### src/rtl/srgg_pkg.sv
// ============================================================================
// srgg_pkg
// Types, constants and the sine table builder of the gradient generator.
// ============================================================================
package srgg_pkg;

	localparam int unsigned IDX_W     = 6;
	localparam int unsigned ANGLE_W   = 16;
	localparam int unsigned LEVEL_W   = 8;
	localparam int unsigned SINE_W    = 16;
	localparam int unsigned ROM_AW    = 10;
	localparam int unsigned ROM_DEPTH = 1 << ROM_AW;
	localparam int unsigned QUARTER   = ROM_DEPTH / 4;
	localparam int unsigned PROD_W    = 24;
	localparam int unsigned APB_AW    = 5;
	localparam int unsigned APB_DW    = 32;

	// register map, word index
	typedef enum logic [2:0] {
		REG_RED_STEP     = 3'd0,
		REG_GREEN_STEP   = 3'd1,
		REG_BLUE_STEP    = 3'd2,
		REG_RED_OFFSET   = 3'd3,
		REG_GREEN_OFFSET = 3'd4,
		REG_BLUE_OFFSET  = 3'd5,
		REG_CENTER       = 3'd6,
		REG_AMPLITUDE    = 3'd7
	} srgg_reg_t;

	localparam logic [ANGLE_W-1:0] RST_RED_STEP     = 16'd1043;
	localparam logic [ANGLE_W-1:0] RST_GREEN_STEP   = 16'd1043;
	localparam logic [ANGLE_W-1:0] RST_BLUE_STEP    = 16'd1043;
	localparam logic [ANGLE_W-1:0] RST_RED_OFFSET   = 16'd0;
	localparam logic [ANGLE_W-1:0] RST_GREEN_OFFSET = 16'd20861;
	localparam logic [ANGLE_W-1:0] RST_BLUE_OFFSET  = 16'd41722;
	localparam logic [LEVEL_W-1:0] RST_CENTER       = 8'd128;
	localparam logic [LEVEL_W-1:0] RST_AMPLITUDE    = 8'd127;

	typedef struct packed {
		logic [ANGLE_W-1:0] red_step;
		logic [ANGLE_W-1:0] green_step;
		logic [ANGLE_W-1:0] blue_step;
		logic [ANGLE_W-1:0] red_offset;
		logic [ANGLE_W-1:0] green_offset;
		logic [ANGLE_W-1:0] blue_offset;
		logic [LEVEL_W-1:0] center_level;
		logic [LEVEL_W-1:0] amplitude;
	} srgg_cfg_t;

	// per-stage load enables, stage k loads when its slot is free
	typedef struct packed {
		logic s1;
		logic s2;
		logic s3;
		logic s4;
	} srgg_adv_t;

	typedef logic signed [SINE_W-1:0] srgg_rom_t [ROM_DEPTH];

	// pi/2 in Q62
	localparam logic [63:0] Q62_HALF_PI = 64'h6487ED5110B4611A;
	localparam logic [63:0] HALF_PI_HI  = Q62_HALF_PI / 256;
	localparam logic [63:0] HALF_PI_LO  = Q62_HALF_PI % 256;

	// shift-subtract quotient, used only while building the table
	function automatic logic [63:0] srgg_udiv(input logic [63:0] num, input logic [63:0] den);
		logic [63:0] quo;
		logic [64:0] rem;
		quo = '0;
		rem = '0;
		for (int i = 63; i >= 0; i--) begin
			rem = {rem[63:0], num[i]};
			if (rem >= {1'b0, den}) begin
				rem    = rem - {1'b0, den};
				quo[i] = 1'b1;
			end
		end
		return quo;
	endfunction

	// round(32767*sin(k*pi/512)) for k in 0..QUARTER, Taylor series in Q62
	function automatic logic signed [SINE_W-1:0] srgg_quarter_sine(input int unsigned k);
		logic [63:0]  kk;
		logic [63:0]  x;
		logic [63:0]  x2;
		logic [63:0]  term;
		logic [63:0]  sum;
		logic [63:0]  den;
		logic [127:0] p;
		logic [63:0]  r;
		logic         neg;
		kk   = 64'(k);
		x    = HALF_PI_HI * kk + ((HALF_PI_LO * kk) >> 8);
		p    = 128'(x) * 128'(x);
		x2   = p[125:62];
		term = x;
		sum  = x;
		neg  = 1'b1;
		// terms alternate in sign, starting with x^3 subtracted
		for (int n = 3; n <= 27; n += 2) begin
			p    = 128'(term) * 128'(x2);
			den  = 64'((n - 1) * n);
			term = srgg_udiv(p[125:62], den);
			if (neg)
				sum = sum - term;
			else
				sum = sum + term;
			neg = ~neg;
		end
		r = (((sum >> 22) * 64'd32767) + (64'd1 << 39)) >> 40;
		return SINE_W'(r);
	endfunction

	function automatic srgg_rom_t srgg_build_rom();
		logic signed [SINE_W-1:0] q [QUARTER+1];
		srgg_rom_t rom;
		for (int unsigned k = 0; k <= QUARTER; k++)
			q[k] = srgg_quarter_sine(k);
		for (int unsigned k = 0; k < ROM_DEPTH; k++) begin
			if (k <= QUARTER)
				rom[k] = q[k];
			else if (k <= 2 * QUARTER)
				rom[k] = q[2 * QUARTER - k];
			else if (k <= 3 * QUARTER)
				rom[k] = -q[k - 2 * QUARTER];
			else
				rom[k] = -q[ROM_DEPTH - k];
		end
		return rom;
	endfunction

endpackage

### src/rtl/srgg_regs.sv
// ============================================================================
// srgg_regs
// APB register file holding phase steps, offsets, center and amplitude.
// ============================================================================
module srgg_regs
	import srgg_pkg::*;
(
	input  logic              clk,
	input  logic              arst_n,
	input  logic              psel,
	input  logic              penable,
	input  logic              pwrite,
	input  logic [APB_AW-1:0] paddr,
	input  logic [APB_DW-1:0] pwdata,
	output logic [APB_DW-1:0] prdata,
	output srgg_cfg_t         cfg
);

	srgg_cfg_t cfg_q;
	srgg_reg_t sel;
	logic      wr_en;

	assign sel   = srgg_reg_t'(paddr[APB_AW-1:2]);
	assign wr_en = psel && penable && pwrite;
	assign cfg   = cfg_q;

	always_ff @(posedge clk or negedge arst_n) begin
		if (!arst_n) begin
			cfg_q.red_step     <= RST_RED_STEP;
			cfg_q.green_step   <= RST_GREEN_STEP;
			cfg_q.blue_step    <= RST_BLUE_STEP;
			cfg_q.red_offset   <= RST_RED_OFFSET;
			cfg_q.green_offset <= RST_GREEN_OFFSET;
			cfg_q.blue_offset  <= RST_BLUE_OFFSET;
			cfg_q.center_level <= RST_CENTER;
			cfg_q.amplitude    <= RST_AMPLITUDE;
		end else if (wr_en) begin
			case (sel)
				REG_RED_STEP:     cfg_q.red_step     <= pwdata[ANGLE_W-1:0];
				REG_GREEN_STEP:   cfg_q.green_step   <= pwdata[ANGLE_W-1:0];
				REG_BLUE_STEP:    cfg_q.blue_step    <= pwdata[ANGLE_W-1:0];
				REG_RED_OFFSET:   cfg_q.red_offset   <= pwdata[ANGLE_W-1:0];
				REG_GREEN_OFFSET: cfg_q.green_offset <= pwdata[ANGLE_W-1:0];
				REG_BLUE_OFFSET:  cfg_q.blue_offset  <= pwdata[ANGLE_W-1:0];
				REG_CENTER:       cfg_q.center_level <= pwdata[LEVEL_W-1:0];
				REG_AMPLITUDE:    cfg_q.amplitude    <= pwdata[LEVEL_W-1:0];
				default: ;
			endcase
		end
	end

	always_comb begin
		case (sel)
			REG_RED_STEP:     prdata = APB_DW'(cfg_q.red_step);
			REG_GREEN_STEP:   prdata = APB_DW'(cfg_q.green_step);
			REG_BLUE_STEP:    prdata = APB_DW'(cfg_q.blue_step);
			REG_RED_OFFSET:   prdata = APB_DW'(cfg_q.red_offset);
			REG_GREEN_OFFSET: prdata = APB_DW'(cfg_q.green_offset);
			REG_BLUE_OFFSET:  prdata = APB_DW'(cfg_q.blue_offset);
			REG_CENTER:       prdata = APB_DW'(cfg_q.center_level);
			REG_AMPLITUDE:    prdata = APB_DW'(cfg_q.amplitude);
			default:          prdata = '0;
		endcase
	end

endmodule

### config.mk
export PLATFORM = sky130hd
export DESIGN_NAME = srgg_regs
export DESIGN_NICKNAME = d
export VERILOG_FILES = /design/src/rtl/srgg_pkg.sv /design/src/rtl/srgg_regs.sv
export SDC_FILE = /design/constraint.sdc
export NUM_CORES = 1
export LEC_CHECK = 0
export ABC_AREA = 1
export BUFFER_PORTS_ARGS = -buffer_cell sky130_fd_sc_hd__buf_2
export CAP_MARGIN = 20
export CORE_ASPECT_RATIO = 2
export CORE_UTILIZATION = 30
export DETAILED_ROUTE_END_ITERATION = 8
export HOLD_SLACK_MARGIN = 0.02
export PLACE_DENSITY = 0.6
export SLEW_MARGIN = 0
export SYNTH_ARGS = -nofsm -noshare
export SYNTH_HDL_FRONTEND = slang
export SYNTH_SLANG_ARGS = --single-unit
### constraint.sdc
create_clock -name clk -period 1.75 [get_ports clk]
set_input_delay 0.35 -clock clk [delete_from_list [all_inputs] [get_ports clk]]
set_output_delay 0.35 -clock clk [all_outputs]
set_load 0.01 [all_outputs]
==> impl_metrics.ini, run 1 <==
[clock_network]
clkSinkCount = 112
cts_root_buffer_type = sky130_fd_sc_hd__clkbuf_16
tritoncts = built
clock_tree.htree_level_count = 3
path_clk_slew_ns = 0.08
tritoncts.num_buffers = 9
source_to_sink_clock_delay_at_the_later_pin_of_the_worst_skew_pair_ns = 0.36
max-clock-path-buffers = 2

[layout]
antennaDiodeCount = 0
post_route_cells_drive_above_1_share_pct = 38.09
largest_reg_flops = 112
layoutNonFillerInstCount = 1040
flow.area_growth_from_synthesis_pct = 29.84
n_fill_cell = 1864
nets = 864

[hold_path]
hp-class = input pin to flop
holdPathEnd = cfg[14]$_DFFE_PN0P_
worstHoldPathCells = 3
min_delay_src = pwdata[6]

[logic_synthesis]
synth.mux.area_fraction_pct = 0
synth.most_common_cell = sky130_fd_sc_hd__nand2_1
synth_simple_gate_area_share_pct = 25.81
dominantRegCellSynth = sky130_fd_sc_hd__dfrtp_1
largest_area_contributor_in_the_synthesized_netlist = sky130_fd_sc_hd__dfrtp_1
mapped_avg_cell_area_um2 = 8.495
synthArstFlopShare_pct = 100.0
synth_xor_area_share_pct = 0
synth_top_family_by_area = simple AND/OR/NAND/NOR gates
post_synth_most_frequent_cells = sky130_fd_sc_hd__nand2_1, sky130_fd_sc_hd__dfrtp_1, sky130_fd_sc_hd__nor2_1
syn-cell-area_um2 = 5530
post_synth_fa_ha_maj_area_fraction_pct = 0
synthesis.instances = 651
synth_sequential_area_ratio_pct = 51.54
ys_seq_elements = 112
synth_top_cells_by_area = sky130_fd_sc_hd__dfrtp_1, sky130_fd_sc_hd__dfstp_2, sky130_fd_sc_hd__nand2_1
synth-edff-count = 0
yosysTopAreaCellShare_pct = 33.48
synth_compound_gate_area_share_pct = 11.95
number_of_warnings_issued_by_yosys = 0
synth_cell_type_count = 27

[timing]
unrepaired_setup_endpoints_after_global_routing = true
timing_max_transition_violations_final = 0
layout_worst_path_cycle_share_pct = 97.36
worst_clock_skew_ns = 0
period_minus_slack_ns = 1.704
hold_viol = 0
report.final.setup_viol = 0
maxClockFrequency_ghz = 0.5869
worst_slack_ns = 0.04617

[floorplanning]
rows = 69
die_h_um = 194.0
core_region_area_um2 = 17870
initial_utilization_pct = 30.95
die_w_um = 98.01
boundaryPins = 186
die_area_um2 = 19010

[power_and_ir_drop]
power.density_cell_area_nw_per_um2 = 1113
p_leak_nw = 3.632
vdd_drop_max_v = 0.0004899

[critical_path]
worst_r2r_end = cfg[44]$_DFFE_PN1P_
r2r_slack_ns = 0.89
timing.rr.start = cfg[44]$_DFFE_PN1P_
crit_path_max_fanout = 3
setup.worst_path.end_class = output pin
critical_path_required_ns = 1.40
timing.reg2reg.worst_path_depth = 3
timing.critical_path.from_type = flop
timing_worst_setup_path_type = flop to output pin
critical_path_arrival_ns = 1.35

[place]
dpl_worst_slack_ns = -0.1697
place.detailed.instances = 1008
globalplace.congestion = 0.7979
port_buffers = 151
hpwl_um = 14400

[job]
drv_cap = 0

[route]
vias_cell = 4.854
num_vias = 5048
count_of_tritonroute_iterations_in_the_first_routing_pass = 8
ant_nets = 0
route.final.wire_length_um = 18920
routedWlPerCell_um = 18.19
dr.first_iter.drc_count = 199
route.detailed.drc = 14

[outcome]
outcome = complete, but fails checks
violations_in_the_final_reports = DRC

[global_route]
maximum_number_of_pins_on_one_net_before_global_route_repair = 78
global_route.overflow_total = 0
first_pass_grt_wire_length_um = 28790
grt_pass1_vias = 4769
grt.total_usage_pct = 20.46
grt_antenna_before_repair = 0
-- critical path, stage by stage (launching register included) --
cell and delay, ns:
sky130_fd_sc_hd__dfstp_2 0.55, sky130_fd_sc_hd__nand4_1 0.10, sky130_fd_sc_hd__nand2_1 0.09, sky130_fd_sc_hd__nor2_2 0.04
sky130_fd_sc_hd__nand3_1 0.08, sky130_fd_sc_hd__buf_2 0.14
-- area by class of cell --
type	count	area [µm²]	area share, %
Sequential cell	112	2850	39.69
Multi-Input combinational cell	442	2242	31.22
Timing Repair Buffer	205	1330	18.52
Tap cell	213	266.5	3.711
Clock buffer	10	239.0	3.328
Inverter	52	202.7	2.823
Clock inverter	6	50.05	0.6970
-- cell families after synthesis --
group	count (synthesis)
simple gates	306
compound gates	120
flops	112
buf+inv	112
other cells	1
-- layout by cell type, fill, tap and decap left out, types with 5 or more instances in the layout --
master                      count
sky130_fd_sc_hd__clkbuf_16      9
sky130_fd_sc_hd__nand2_1      136
sky130_fd_sc_hd__inv_1         48
sky130_fd_sc_hd__dfstp_2       38
sky130_fd_sc_hd__o21ai_1       50
sky130_fd_sc_hd__buf_2        144
sky130_fd_sc_hd__nand3_2        5
sky130_fd_sc_hd__o21ai_2       19
sky130_fd_sc_hd__conb_1        16
sky130_fd_sc_hd__nand2_2        5
sky130_fd_sc_hd__buf_12        11
sky130_fd_sc_hd__dfrtp_1       74
sky130_fd_sc_hd__nor2_1        51
sky130_fd_sc_hd__nor2_4         5
sky130_fd_sc_hd__o21ai_0       27
sky130_fd_sc_hd__nor2_2        12
sky130_fd_sc_hd__nand4_1       56
sky130_fd_sc_hd__a21oi_1       24
sky130_fd_sc_hd__buf_4         46
sky130_fd_sc_hd__nand3_1       28
-- worst max-delay path by stage --
stage                        startpoint   endpoint  slack, ns
finish              cfg[80]$_DFFE_PN1P_  prdata[0]       0.05
CTS                 cfg[65]$_DFFE_PN1P_  prdata[1]      0.003
detailed placement             paddr[3]  prdata[2]      -0.17
global route         cfg[0]$_DFFE_PN1P_  prdata[0]      -0.04
global placement               paddr[3]  prdata[2]      -0.16
floorplan                      paddr[2]  prdata[1]       0.21
-- layer usage --
layer	vias up	track usage, %	share of wire, %	wire, µm
li1	2479	-	-	-
met1	2382	21.34	35	6643
met2	157	39.51	58	10880
met3	30	2.992	4.2	795
met5	-	0	0	0
met4	0	8.866	3.1	593
-- stage by stage --
step	hold WS [ns]	cell area, µm²	utilization (%)	power, mW	TNS [ns]
floorplan	0.05441	5587	-	4.743	0
global placement	0.1543	6646	37.19	5.820	-1.455
detailed placement	0.1539	6646	37.19	5.861	-1.432
CTS	0.1964	6982	39.07	7.966	0
global route	0.2170	7181	40.18	8.440	-0.1599
finish	0.2079	7181	40.18	7.989	0
-- what timing repair did --
item	in CTS	in global routing
hold buffers	1	0
resized for setup	13	31
pin swaps	0	18
endpoints found under the hold margin	2	0
setup endpoints to repair	16	15
buffers inserted	0	15
-- power by group --
group / total (mW) / switching (mW) / internal (mW)
sequential: 3.67 / 0.420 / 3.25
clock: 2.06 / 1.02 / 1.03
combinational: 2.26 / 1.32 / 0.942
total: 7.99 / 2.76 / 5.23
Note: power is estimated with default switching activity, not from simulation.
==> run 2, diff against run 1 <==
- clock period: 1.75 -> 1.62 ns (I/O delays scaled with it)
==> run 2 against run 1 <==
The flow finishes with violations (DRC, setup timing). Cell count up 2.5%. Sequential share of layout area fell by 1.8 points. Setup slack worse by 0.14 ns. Combinational power grew 22%. Hold slack got worse by 0.033 ns. Power increased by 13%. Global-route usage up 0.51 points. Routed wire length grew 3.2%. Critical path type unchanged.
==> impl_metrics.ini, run 2 (synthesis gave the netlist of run 1 again) <==
[layout]
final_cell_mix = sky130_fd_sc_hd__buf_2, sky130_fd_sc_hd__nand2_1, sky130_fd_sc_hd__dfrtp_1
nets = 890
antennaDiodeCount = 0
flow.area_growth_from_synthesis_pct = 36.02
layoutNonFillerInstCount = 1066
post_route_cells_drive_above_1_share_pct = 41.85
layout.core_utilization_pct = 42.09
final_area_um2 = 7522
layout_commonest_cell = sky130_fd_sc_hd__buf_2
n_fill_cell = 1821
largest_reg_flops = 112

[power_and_ir_drop]
pwr-share-clk_pct = 26.0
power.internal_mw = 5.929
power.density_cell_area_nw_per_um2 = 1198
netSwitchingFraction_pct = 34.23
total_power_mw = 9.014
vdd_drop_max_v = 0.0006862
p_leak_nw = 3.817
power.sequential.fraction_pct = 43.5
net-switching-power_mw = 3.085
power.combinational.fraction_pct = 30.5

[route]
dr_wl_met2_um = 11420
num_vias = 5200
count_of_tritonroute_iterations_in_the_first_routing_pass = 9
route.layer.met1.wl_um = 6726
ant_nets = 0
highest-signal-layer = met4
dr.first_iter.drc_count = 275
route.detailed.drc = 14
route.final.wire_length_um = 19530
vias_cell = 4.878
met3_wirelength_um = 728
routedWlPerCell_um = 18.32

[global_route]
first_pass_grt_wire_length_um = 29370
grt_antenna_before_repair = 0
grt_pass1_vias = 4944
maximum_number_of_pins_on_one_net_before_global_route_repair = 54
grt.total_usage_pct = 20.97
global_route.overflow_total = 0

[clock_network]
clock_tree.htree_level_count = 3
max-clock-path-buffers = 2
path_clk_slew_ns = 0.08
clkSinkCount = 112
tritoncts.num_buffers = 9
tritoncts = built
source_to_sink_clock_delay_at_the_later_pin_of_the_worst_skew_pair_ns = 0.37
cts_root_buffer_type = sky130_fd_sc_hd__clkbuf_16

[critical_path]
crit_path_max_fanout = 2
setup.worst_path.end_class = output pin
critPathBufInv = 1
timing.critical_path.slowest_cell_delay_ns = 0.54
critical-path-slowest-cell = sky130_fd_sc_hd__dfstp_2
timing.critical_path.from_type = flop
timing.critical_path.max_delay_family = flip-flops
critical_path_arrival_ns = 1.39
worstPathCellList = nand4_1 -> nand2_2 -> nor2_2 -> nand3_1 -> buf_2
critical_path_required_ns = 1.30
timing_worst_setup_path_type = flop to output pin

[job]
drv_cap = 0

[timing]
report.final.setup_viol = 13
timing_max_transition_violations_final = 0
layout_worst_path_cycle_share_pct = 105.6
unrepaired_setup_endpoints_after_global_routing = true
hold_viol = 0
worst_slack_ns = -0.09093
period_minus_slack_ns = 1.711
maxClockFrequency_ghz = 0.5845
setup_tns_final_ns = -0.4746
worst_clock_skew_ns = 0

[floorplanning]
core_region_area_um2 = 17870
rows = 69
die_w_um = 98.01
initial_utilization_pct = 30.95
die_h_um = 194.0
boundaryPins = 186
die_area_um2 = 19010

[outcome]
violations_in_the_final_reports = DRC, setup timing
outcome = complete, but fails checks

[place]
place.detailed.instances = 1008
globalplace.congestion = 0.8086
detailed_place.area_um2 = 6659
hpwl_um = 14630
port_buffers = 151

[hold_path]
hp-class = input pin to flop
[run 2: changes by cell type in the layout (fill, tap and decap cells not counted), moves of 3 or more]
cell                      before  now
sky130_fd_sc_hd__nand2_1     136  132
sky130_fd_sc_hd__nand3_1      28   23
sky130_fd_sc_hd__nor2_1       51   48
sky130_fd_sc_hd__buf_2       144  141
sky130_fd_sc_hd__nand3_2       5   10
sky130_fd_sc_hd__buf_6         3   11
sky130_fd_sc_hd__buf_4        46   64
sky130_fd_sc_hd__nand2_2       5    9
sky130_fd_sc_hd__nor2_2       12   15
[run 2: timing repair]
action	CTS	global route
gates cloned	0	2
hold endpoints to repair	19	0
hold buffers	1	0
setup buffers	28	12
resized for setup	38	33
pin swaps	16	23
setup endpoints to repair	16	16
[run 2: cell type report]
cell class,count,area [µm²],share of cell area [%]
inverter,52,202.7,2.695
multi-input combinational,442,2292,30.47
clock inverter,7,75.07,0.9980
sequential,112,2850,37.89
tap,213,266.5,3.543
clock buffer,9,225.2,2.994
timing repair buffer,231,1610,21.41
[run 2: power groups by stage]
stage / combinational, mW / sequential (mW) / clock (mW)
global route: 3.00 / 4.00 / 2.50
detailed placement: 2.32 / 4.04 / 0
floorplan: 0.903 / 4.22 / 0
global placement: 2.28 / 4.02 / 0
finish: 2.75 / 3.92 / 2.34
CTS: 2.64 / 3.93 / 2.39
[run 2: final timing paths]
path,to,cells past startpoint,from,slack (ns)
setup / recovery,prdata[1],5,cfg[65]$_DFFE_PN1P_,-0.09
hold / removal,cfg[28]$_DFFE_PN0P_,3,pwdata[12],0.17
setup reg to reg,cfg[29]$_DFFE_PN1P_,3,cfg[29]$_DFFE_PN1P_,0.68
hold reg to reg,cfg[106]$_DFFE_PN1P_,2,cfg[106]$_DFFE_PN1P_,0.49
max in group asynchronous,cfg[3]$_DFFE_PN1P_,3,arst_n,0.57
min in group asynchronous,cfg[92]$_DFFE_PN0P_,2,arst_n,0.41
[run 2: per-stage QoR]
stage,hold slack [ns],setup WS (ns)
floorplan,0.02841,0.1346
global placement,0.2536,-0.1152
detailed placement,0.2521,-0.1105
CTS,0.1714,-0.09201
global route,0.1938,-0.1662
finish,0.1750,-0.09093
[run 2: tightest hold or removal path, cell delays in order]
cell and delay (ns):
sky130_fd_sc_hd__buf_2 0.09, sky130_fd_sc_hd__nand2_1 0.04, sky130_fd_sc_hd__o21ai_0 0.05
[run 2: per-layer routing]
metal | GRT usage [%] | up-vias
met4 | 9.652 | 0
met2 | 40.85 | 169
li1 | - | 2525
met1 | 21.44 | 2479
met3 | 2.884 | 27
met5 | 0 | -
==> run 3, diff against run 2 <==
--- a/config.mk
+++ b/config.mk
@@ -15,2 +15,3 @@
 export PLACE_DENSITY = 0.6
+export RECOVER_POWER = 100
 export SLEW_MARGIN = 0
--- a/constraint.sdc
+++ b/constraint.sdc
@@ -3,2 +3,2 @@
 set_output_delay 0.324 -clock clk [all_outputs]
-set_load 0.01 [all_outputs]
+set_load 0.02 [all_outputs]
==> run 3 against run 2 <==
The flow still finishes with violations (DRC, setup timing). Global-route usage up 0.33 points. Sequential cell count unchanged. Combinational power up 19%. Clock skew unchanged. Final area down 0.90%. Die area unchanged. Cell count up 1.4%. Via count up 1.6%. Core utilization down 0.38 points. Clock power about the same. Largest cell class unchanged. Largest power group unchanged. Highest routed layer unchanged.
==> impl_metrics.ini, run 3 (synthesis gave the netlist of run 1 again) <==
[outcome]
outcome = complete, but fails checks
violations_in_the_final_reports = DRC, setup timing

[power_and_ir_drop]
power.density_cell_area_nw_per_um2 = 1280
vdd_drop_max_v = 0.0005720
p_leak_nw = 3.546

[clock_network]
clkSinkCount = 112
source_to_sink_clock_delay_at_the_later_pin_of_the_worst_skew_pair_ns = 0.35
path_clk_slew_ns = 0.08
tritoncts = built
clock_tree.htree_level_count = 3
max-clock-path-buffers = 2
cts_root_buffer_type = sky130_fd_sc_hd__clkbuf_16
tritoncts.num_buffers = 9

[place]
port_buffers = 151
hpwl_um = 14750
detailed_place.area_um2 = 6716
globalplace.congestion = 0.8239
place.detailed.instances = 1014

[floorplanning]
boundaryPins = 186
die_area_um2 = 19010
rows = 69
die_h_um = 194.0
die_w_um = 98.01
core_region_area_um2 = 17870
initial_utilization_pct = 30.95

[timing]
worst_slack_ns = -0.05956
worst_clock_skew_ns = 0
setup_tns_final_ns = -0.3913
timing_worst_slew_pin_value_ns = 0.7918
report.final.setup_viol = 14
hold_viol = 0
timing_max_transition_violations_final = 0
layout_worst_path_cycle_share_pct = 103.7
period_minus_slack_ns = 1.680
max-slew-margin-rel_pct = 47.22
maxClockFrequency_ghz = 0.5954
unrepaired_setup_endpoints_after_global_routing = true

[critical_path]
critical_path_required_ns = 1.30
critical_path_arrival_ns = 1.36
critical-path-slowest-cell = sky130_fd_sc_hd__dfstp_2
critPathBufInv = 1
timing.critical_path.slowest_cell_delay_ns = 0.54
worstPathCellList = nand4_1 -> nand2_2 -> nor2_4 -> nand3_2 -> buf_6
crit_start = cfg[20]$_DFFE_PN1P_
timing.rr.start = cfg[21]$_DFFE_PN1P_
setup.worst_path.end_class = output pin
timing_worst_setup_path_type = flop to output pin
crit_path_max_fanout = 3
timing.critical_path.max_delay_family = flip-flops
timing.critical_path.from_type = flop

[global_route]
grt_pass1_vias = 5217
maximum_number_of_pins_on_one_net_before_global_route_repair = 33
grt.total_usage_pct = 21.30
grt_antenna_before_repair = 0
global_route.overflow_total = 0
first_pass_grt_wire_length_um = 30010

[layout]
flow.area_growth_from_synthesis_pct = 34.80
layout_commonest_cell = sky130_fd_sc_hd__nand2_1
nets = 905
final_area_um2 = 7455
antennaDiodeCount = 0
n_fill_cell = 1864
largest_reg_flops = 112
layout.core_utilization_pct = 41.71
final_cell_mix = sky130_fd_sc_hd__nand2_1, sky130_fd_sc_hd__clkbuf_1, sky130_fd_sc_hd__dfrtp_1
layoutNonFillerInstCount = 1081
post_route_cells_drive_above_1_share_pct = 31.68

[route]
dr.first_iter.drc_count = 262
route.detailed.drc = 14
route.final.wire_length_um = 19510
count_of_tritonroute_iterations_in_the_first_routing_pass = 7
num_vias = 5283
routedWlPerCell_um = 18.05
vias_cell = 4.887
ant_nets = 0

[job]
drv_cap = 0

[hold_path]
min_delay_src = pwdata[11]
hp-class = input pin to flop
-- run 3: worst register-to-register path, delay by kind of cell, from the launching register on --
| kind | cells | cell delay (ns) |
|---|---|---|
| compound gates | 1 | 0.14 |
| buf+inv | 2 | 0.23 |
| flops | 1 | 0.55 |
| simple gates | 1 | 0.04 |
-- run 3: layout make-up --
type                       instances  area [µm²]  area share, %
tap                              213       266.5          3.575
inverter                          52       205.2          2.753
multi-input combinational        442        2344          31.44
clock buffer                      10       239.0          3.206
sequential                       112        2850          38.23
timing repair buffer             246        1478          19.82
clock inverter                     6       72.57         0.9735
-- run 3: power breakdown --
| part | total, mW | leakage (nW) | internal (mW) | switching, mW |
|---|---|---|---|---|
| sequential | 3.92 | 1.33 | 3.51 | 0.411 |
| clock | 2.36 | 0.156 | 1.27 | 1.09 |
| combinational | 3.26 | 2.06 | 1.15 | 2.11 |
-- run 3: final timing paths --
kind	end	slack (ns)	depth (start not counted)
min	cfg[27]$_DFFE_PN0P_	0.19	3
min reg2reg	cfg[100]$_DFFE_PN1P_	0.49	2
max	prdata[4]	-0.06	5
max in group asynchronous	cfg[15]$_DFFE_PN1P_	0.12	3
min in group asynchronous	cfg[93]$_DFFE_PN0P_	0.53	2
max reg2reg	cfg[21]$_DFFE_PN1P_	0.60	4
-- run 3: per-stage QoR --
step	setup slack [ns]	total power, mW	hold WS (ns)
finish	-0.05956	9.541	0.1908
global route	-0.1365	10.08	0.1903
CTS	-0.06677	9.765	0.1786
detailed placement	-0.2036	6.892	0.2710
global placement	-0.1696	6.851	0.2671
floorplan	0.06775	5.649	0.02841
-- run 3: what timing repair did --
action                                  4_1_cts  5_1_grt
gates resized for setup                      94       23
endpoints found under the setup margin       16       16
hold buffers                                  1        0
buffers inserted                             46        4
pin swaps                                    65       29
endpoints found under the hold margin        12        0
gates cloned                                  0        0
-- run 3: routing by layer --
metal | global-route usage [%] | wire, µm
met1 | 21.87 | 6519
met2 | 40.01 | 11110
met3 | 3.461 | 849
met4 | 11.95 | 1033
met5 | 0 | 0
